`config.mk`:
```
export PLATFORM = sky130hd
export DESIGN_NAME = wca_queue
export DESIGN_NICKNAME = d
export VERILOG_FILES = /design/src/rtl/wca_pkg.sv /design/src/rtl/wca_queue.sv
export SDC_FILE = /design/constraint.sdc
export NUM_CORES = 1
export LEC_CHECK = 0
export ABC_CLOCK_PERIOD_IN_PS = 3850
export BUFFER_PORTS_ARGS = -buffer_cell sky130_fd_sc_hd__buf_2
export CAP_MARGIN = 10
export CORE_ASPECT_RATIO = 0.7
export CORE_MARGIN = 5
export CORE_UTILIZATION = 42
export CTS_BUF_LIST = sky130_fd_sc_hd__clkbuf_4 sky130_fd_sc_hd__clkbuf_8 sky130_fd_sc_hd__clkbuf_16
export DETAILED_ROUTE_END_ITERATION = 6
export PLACE_DENSITY = 0.69
export SLEW_MARGIN = 0
export SYNTH_ARGS = -nofsm -noshare
export SYNTH_HDL_FRONTEND = slang
export SYNTH_SLANG_ARGS = --single-unit
```
`constraint.sdc`:
```
create_clock -name clk -period 3.85 [get_ports clk]
set_input_delay 0.77 -clock clk [delete_from_list [all_inputs] [get_ports clk]]
set_output_delay 0.77 -clock clk [all_outputs]
set_load 0.02 [all_outputs]
```
`src/rtl/wca_pkg.sv`:
```
`default_nettype none
package wca_pkg;

  localparam int unsigned SigmaW = 21;
  localparam logic [SigmaW-1:0] SigmaReset = 21'd65536;
  localparam logic [16:0] CutoffQ16 = 17'd82570;
  localparam int unsigned Frac = 22;
  localparam int unsigned QueueDepthDefault = 4;

  typedef struct packed {
    logic signed [31:0] probe_x;
    logic signed [31:0] probe_y;
    logic signed [31:0] probe_z;
    logic signed [31:0] nbr_x;
    logic signed [31:0] nbr_y;
    logic signed [31:0] nbr_z;
    logic               last_nbr;
  } in_item_t;

  typedef struct packed {
    logic [31:0] energy;
    logic        saturated;
  } out_item_t;

  // Work item handed from the front to the back: classified pair
  typedef struct packed {
    logic        active;   // pair lies inside the cutoff and needs the energy path
    logic        clamp;    // very close pair, term clamps
    logic [47:0] r2;       // squared distance, Q32.32 low bits (dx < 2^22)
    logic [41:0] sig2;     // sigma squared
    logic        last_nbr;
  } work_t;

endpackage
`default_nettype wire

```
`src/rtl/wca_queue.sv`:
```
`default_nettype none
module wca_queue #(
  parameter int unsigned Depth = wca_pkg::QueueDepthDefault
) (
  input  wire logic           clk,
  input  wire logic           rst,
  input  wire logic           wr_valid,
  output logic                wr_ready,
  input  wire wca_pkg::work_t wr_data,
  output logic                rd_valid,
  input  wire logic           rd_ready,
  output wca_pkg::work_t      rd_data
);
  import wca_pkg::*;

  localparam int unsigned AW = (Depth > 1) ? $clog2(Depth) : 1;

  work_t             mem [Depth];
  logic [AW-1:0]     wp, rp;
  logic [AW:0]       count;
  logic              do_wr, do_rd;

  assign wr_ready = count != (AW+1)'(Depth);
  assign rd_valid = count != '0;
  assign rd_data  = mem[rp];
  assign do_wr    = wr_valid && wr_ready;
  assign do_rd    = rd_valid && rd_ready;

  // Store entries
  always_ff @(posedge clk) begin
    if (do_wr) mem[wp] <= wr_data;
  end

  // Move pointers
  always_ff @(posedge clk) begin
    if (rst) begin
      wp <= '0;
      rp <= '0;
      count <= '0;
    end else begin
      if (do_wr) wp <= (wp == AW'(Depth-1)) ? '0 : wp + 1'b1;
      if (do_rd) rp <= (rp == AW'(Depth-1)) ? '0 : rp + 1'b1;
      count <= count + (AW+1)'(do_wr) - (AW+1)'(do_rd);
    end
  end

endmodule
`default_nettype wire

```
# After elaboration in Yosys (flattened, before gate mapping)
# Memory sizes are Yosys's and may differ from the RTL's. A register that Yosys moved wholly into a read port is not among the register bits.
# Cells that the tools add are included.
# totals
ff_bits	7
latchBits	0
ramBits	372
mem_bits_ro	0
input_bits	97
output_inout_bits	95
word_cells	20
n_memories	1
# mem_list
name	depth	width	rd	rd_ports_with_merged_regs	wr	line	rtl
mem	4	93	1	1	1	wca_queue.sv:18	work_t mem [Depth];
# op_classes
add_sub_neg	4
mul	0
n_div	0
n_lt_le_gt_ge	0
eq_ne	3
shifts	0
n_mux	6
bitwise_logic	0
reduce_logical	3
# op_table
cell	n
$mux W2	4
$add A2 B1 Y2 const B	2
$eq A2 B2 Y1 const B	2
$add A3 B1 Y3	1
$ne A3 B3 Y1 const B	1
$reduce_bool A3 Y1	1
$sub A3 B1 Y3	1
$logic_and A1 B1 Y1	2
$mux W1	2

# Longest topological paths before layout
# logic_depth
word_depth	4
mapped_depth	11
mapped_depth_nobuf	10

# Worst setup path before layout
# OpenSTA, ideal clock, no wires.
# synth_timing
kind	input -> register
from	in wr_valid
to	mem mem[0][0] (netlist bit) (enable)
setup_time_ns	0.463
arrival_time_ns	2.966
required_time_ns	3.387
setup_slack_ns	0.421
path_stages	1
path_buffers	0
cell_sequence	and3_1
# synth_via
elab_chain_len	3
# synth_lines
element	line	rtl
start: declaration	wca_queue.sv:7	input wire logic wr_valid,
$logic_and A1 B1 Y1	wca_queue.sv:26	assign do_wr = wr_valid && wr_ready;
$mux W1	wca_queue.sv:31	if (do_wr) mem[wp] <= wr_data;
$mux W1 (not written as such)	wca_queue.sv:31	
end: declaration	wca_queue.sv:18	
# No other way between the ends.

==> flow_summary.json <==
{
  "static-leakage-power_nw": 5.58,
  "critical_path_arrival_ns": 2.22,
  "critPathCaptureType": "output port",
  "post-synth-top-area-fraction_pct": 80.5,
  "clock_tree_from_tritoncts": "done",
  "io-pin-count": 192,
  "max_freq_mhz": 334,
  "std_cell_rows": 55,
  "max-slew-margin-rel_pct": 54.7,
  "area_delta_synth_final_pct": 20.0,
  "dieArea_um2": 36900,
  "pre_cts_ws_ns": 1.34,
  "timing.setup.tns_ns": 0,
  "power_frac_clock_pct": 30.8,
  "cts.htree.levels": 2,
  "fin_worst_skew_ns": 0.00856,
  "synthesis.area_per_instance_um2": 26.0,
  "synth_enable_flop_cells": 372,
  "first_global_vias": 6708,
  "ys_warn_count": 0,
  "n_fill_cell": 2573,
  "most_frequent_cell_after_synthesis": "edfxtp_1",
  "globalRouteTotalUtil_pct": 14.4,
  "synth_area_leaders": "edfxtp_1, mux4_2, dfxtp_1, ha_1, buf_6",
  "via_per_inst": 5.13,
  "final_critical_path_setup_slack_ns": 0.860,
  "starting_density_of_the_core_pct": 42.7,
  "post-synth-top-area-cell": "edfxtp_1",
  "globalplace.congestion": 0.691,
  "wire_length_of_the_first_global_routing_pass_mm": 40.3,
  "die_x_um": 227,
  "finalSetupViolations": 0,
  "finalCriticalPeriod_ns": 2.99,
  "r2r-start": "count[1]$_SDFF_PP0_",
  "pwr-share-comb_pct": 23.2,
  "finalCritPeriodShare_pct": 77.7,
  "cts-root-to-sink-buffers": 3,
  "antenna_found_initial": 6,
  "timing_worst_setup_path_type": "reg2out",
  "detail_route.wirelength_mm": 26.3,
  "final_layout_size_suffix_gt1_share_pct": 46.7,
  "number_of_cells_on_the_worst_reg_to_reg_path": 10,
  "final_max_slew_viol_count": 0,
  "cts.sink_count": 381,
  "synth_top_cells_by_count": "edfxtp_1, mux4_2, buf_2",
  "synth_seq_cells": 381,
  "run_status": "completed",
  "power.density_cell_area_nw_per_um2": 684,
  "syn-instance-count": 534,
  "cts-buffers-inserted": 37,
  "first_iter_violations": 398,
  "final_hold_violations": 0,
  "core_area_um2": 32500,
  "cts.reportedPaths.clkPinSlew_ns": 0.06,
  "endpoint": "rd_data[58]",
  "design.final.nets": 862,
  "intPower_mw": 8.28,
  "final_core_util_pct": 51.3,
  "vertical_die_dimension_um": 162,
  "min-delay-start": "wr_data[36]",
  "post_syn_nets": 639,
  "cts_setup_buffers": 0,
  "clockRootBuffer": "clkbuf_16",
  "drc": 0,
  "worst_r2r_endpoint": "count[2]$_SDFF_PP0_",
  "place.detailed.hpwl_mm": 16.5,
  "share_seq_of_total_power_pct": 46.0,
  "tightest_slew_ns": 0.679,
  "post_drt_wl_per_cell_um": 21.7,
  "startpoint_type": "flop",
  "holdBufCountCts": 0,
  "vias": 6213,
  "largest_net_degree_at_the_start_of_global_routing": 53,
  "postSynth.asyncResetShare_pct": 0,
  "synthFlopType": "edfxtp_1",
  "required_ns": 3.08,
  "yosysSeqAreaShare_pct": 81.8,
  "grt-ovfl-total": 0,
  "antenna_violating_nets_post_route": 0,
  "post_synth_num_cell_types": 26,
  "maxCapViolations": 0,
  "timing.critical_path.fanout_max": 22,
  "io_buffer_count": 191,
  "power_switching_share_pct": 27.3,
  "netlist_area_um2": 13900,
  "net-switching-power_mw": 3.11,
  "postCtsResizedCells": 0,
  "clock_network_latency_to_the_later_pin_of_the_worst_skew_pair_ns": 0.51,
  "drt-pass1-iter-count": 4,
  "timing.hold.worst.class": "in2reg",
  "grt_setup_unrepaired": "no",
  "rrSetupSlack_ns": 1.37,
  "max-vdd-ir-drop_mv": 0.449
}
-- metrics by stage --
step                hold slack (ns)  instance area (µm²)  power (mW)  std cells
floorplan                     0.463                13900        7.14        534
CTS                           0.436                16600        11.6       1209
global route                  0.441                16700        12.0       1211
finish                        0.470                16700        11.4       1212
global placement              0.497                15500        7.99       1145
detailed placement            0.500                15500        8.04       1145
-- worst max-delay path: stages, from the launching register on --
cell and delay, ns:
dfxtp_4 0.48, buf_4 0.44, mux4_2 0.59, buf_2 0.18
-- cell type report --
class,instances,area [µm²],share of cell area [%]
clock buffer,50,1040,6.26
timing repair buffer,206,1170,7.02
tap,427,534,3.21
antenna,3,7.51,0.0451
sequential,381,11400,68.2
clock inverter,14,144,0.864
inverter,5,18.8,0.113
multi-input combinational,126,2380,14.3
-- how the worst min path moves through the flow --
stage	cells past startpoint	to	slack [ns]
3_5_place_dp	2	flop	0.50
4_1_cts	1	mem[0][90]$_DFFE_PP_	0.44
6_report	1	mem[0][36]$_DFFE_PP_	0.47
3_3_place_gp	2	flop	0.50
2_1_floorplan	2	flop	0.46
5_1_grt	1	mem[0][31]$_DFFE_PP_	0.44
-- power groups by stage --
stage,clock (mW),sequential [mW],combinational [mW]
after floorplan,0,5.28,1.86
after global placement,0,5.31,2.68
after detailed placement,0,5.33,2.71
after CTS,3.61,5.25,2.71
after global routing,3.82,5.28,2.85
final,3.51,5.24,2.64
-- state kept, by name (all words and copies together) (netlist names), named ones only --
register / flops
count: 3
mem: 372
rp: 2
wp: 2
-- cells in the final DEF (no fill, tap or decap), types with 2 or more instances in the layout --
cell type	count
clkinv_2	3
clkinv_1	6
clkbuf_4	10
mux2i_1	2
clkbuf_16	37
nand2b_1	2
mux4_2	93
clkbuf_8	3
buf_4	7
edfxtp_1	372
bufinv_16	3
ha_1	7
nor2_1	3
buf_12	8
diode_2	3
dfxtp_1	7
or3_1	2
buf_2	191
inv_1	5
nand2_1	2
dfxtp_4	2
and3_4	4
-- per-layer routing --
layer / GRT usage (%) / vias up / share of wire (%)
met2: 21.4 / 174 / 46
li1: - / 2746 / -
met4: 3.64 / 4 / 1.9
met3: 4.37 / 47 / 7.7
met5: 0 / - / 0.10
met1: 21.0 / 3242 / 44
-- cell families (layout without fill, tap and decap cells) --
group	count (synthesis)	count (layout)	share of synthesized area, %
flip-flops	381	381	81.8
AO/OA/AOI/OAI	4	4	0.216
multiplexers	95	95	15.2
AND/OR/NAND/NOR	18	18	0.739
XOR/XNOR	1	1	0.0631
adder cells (fa/ha/maj)	8	8	0.775
other	0	3	0
buffers and inverters	27	275	1.23
Power figures use the tool's default switching activity.
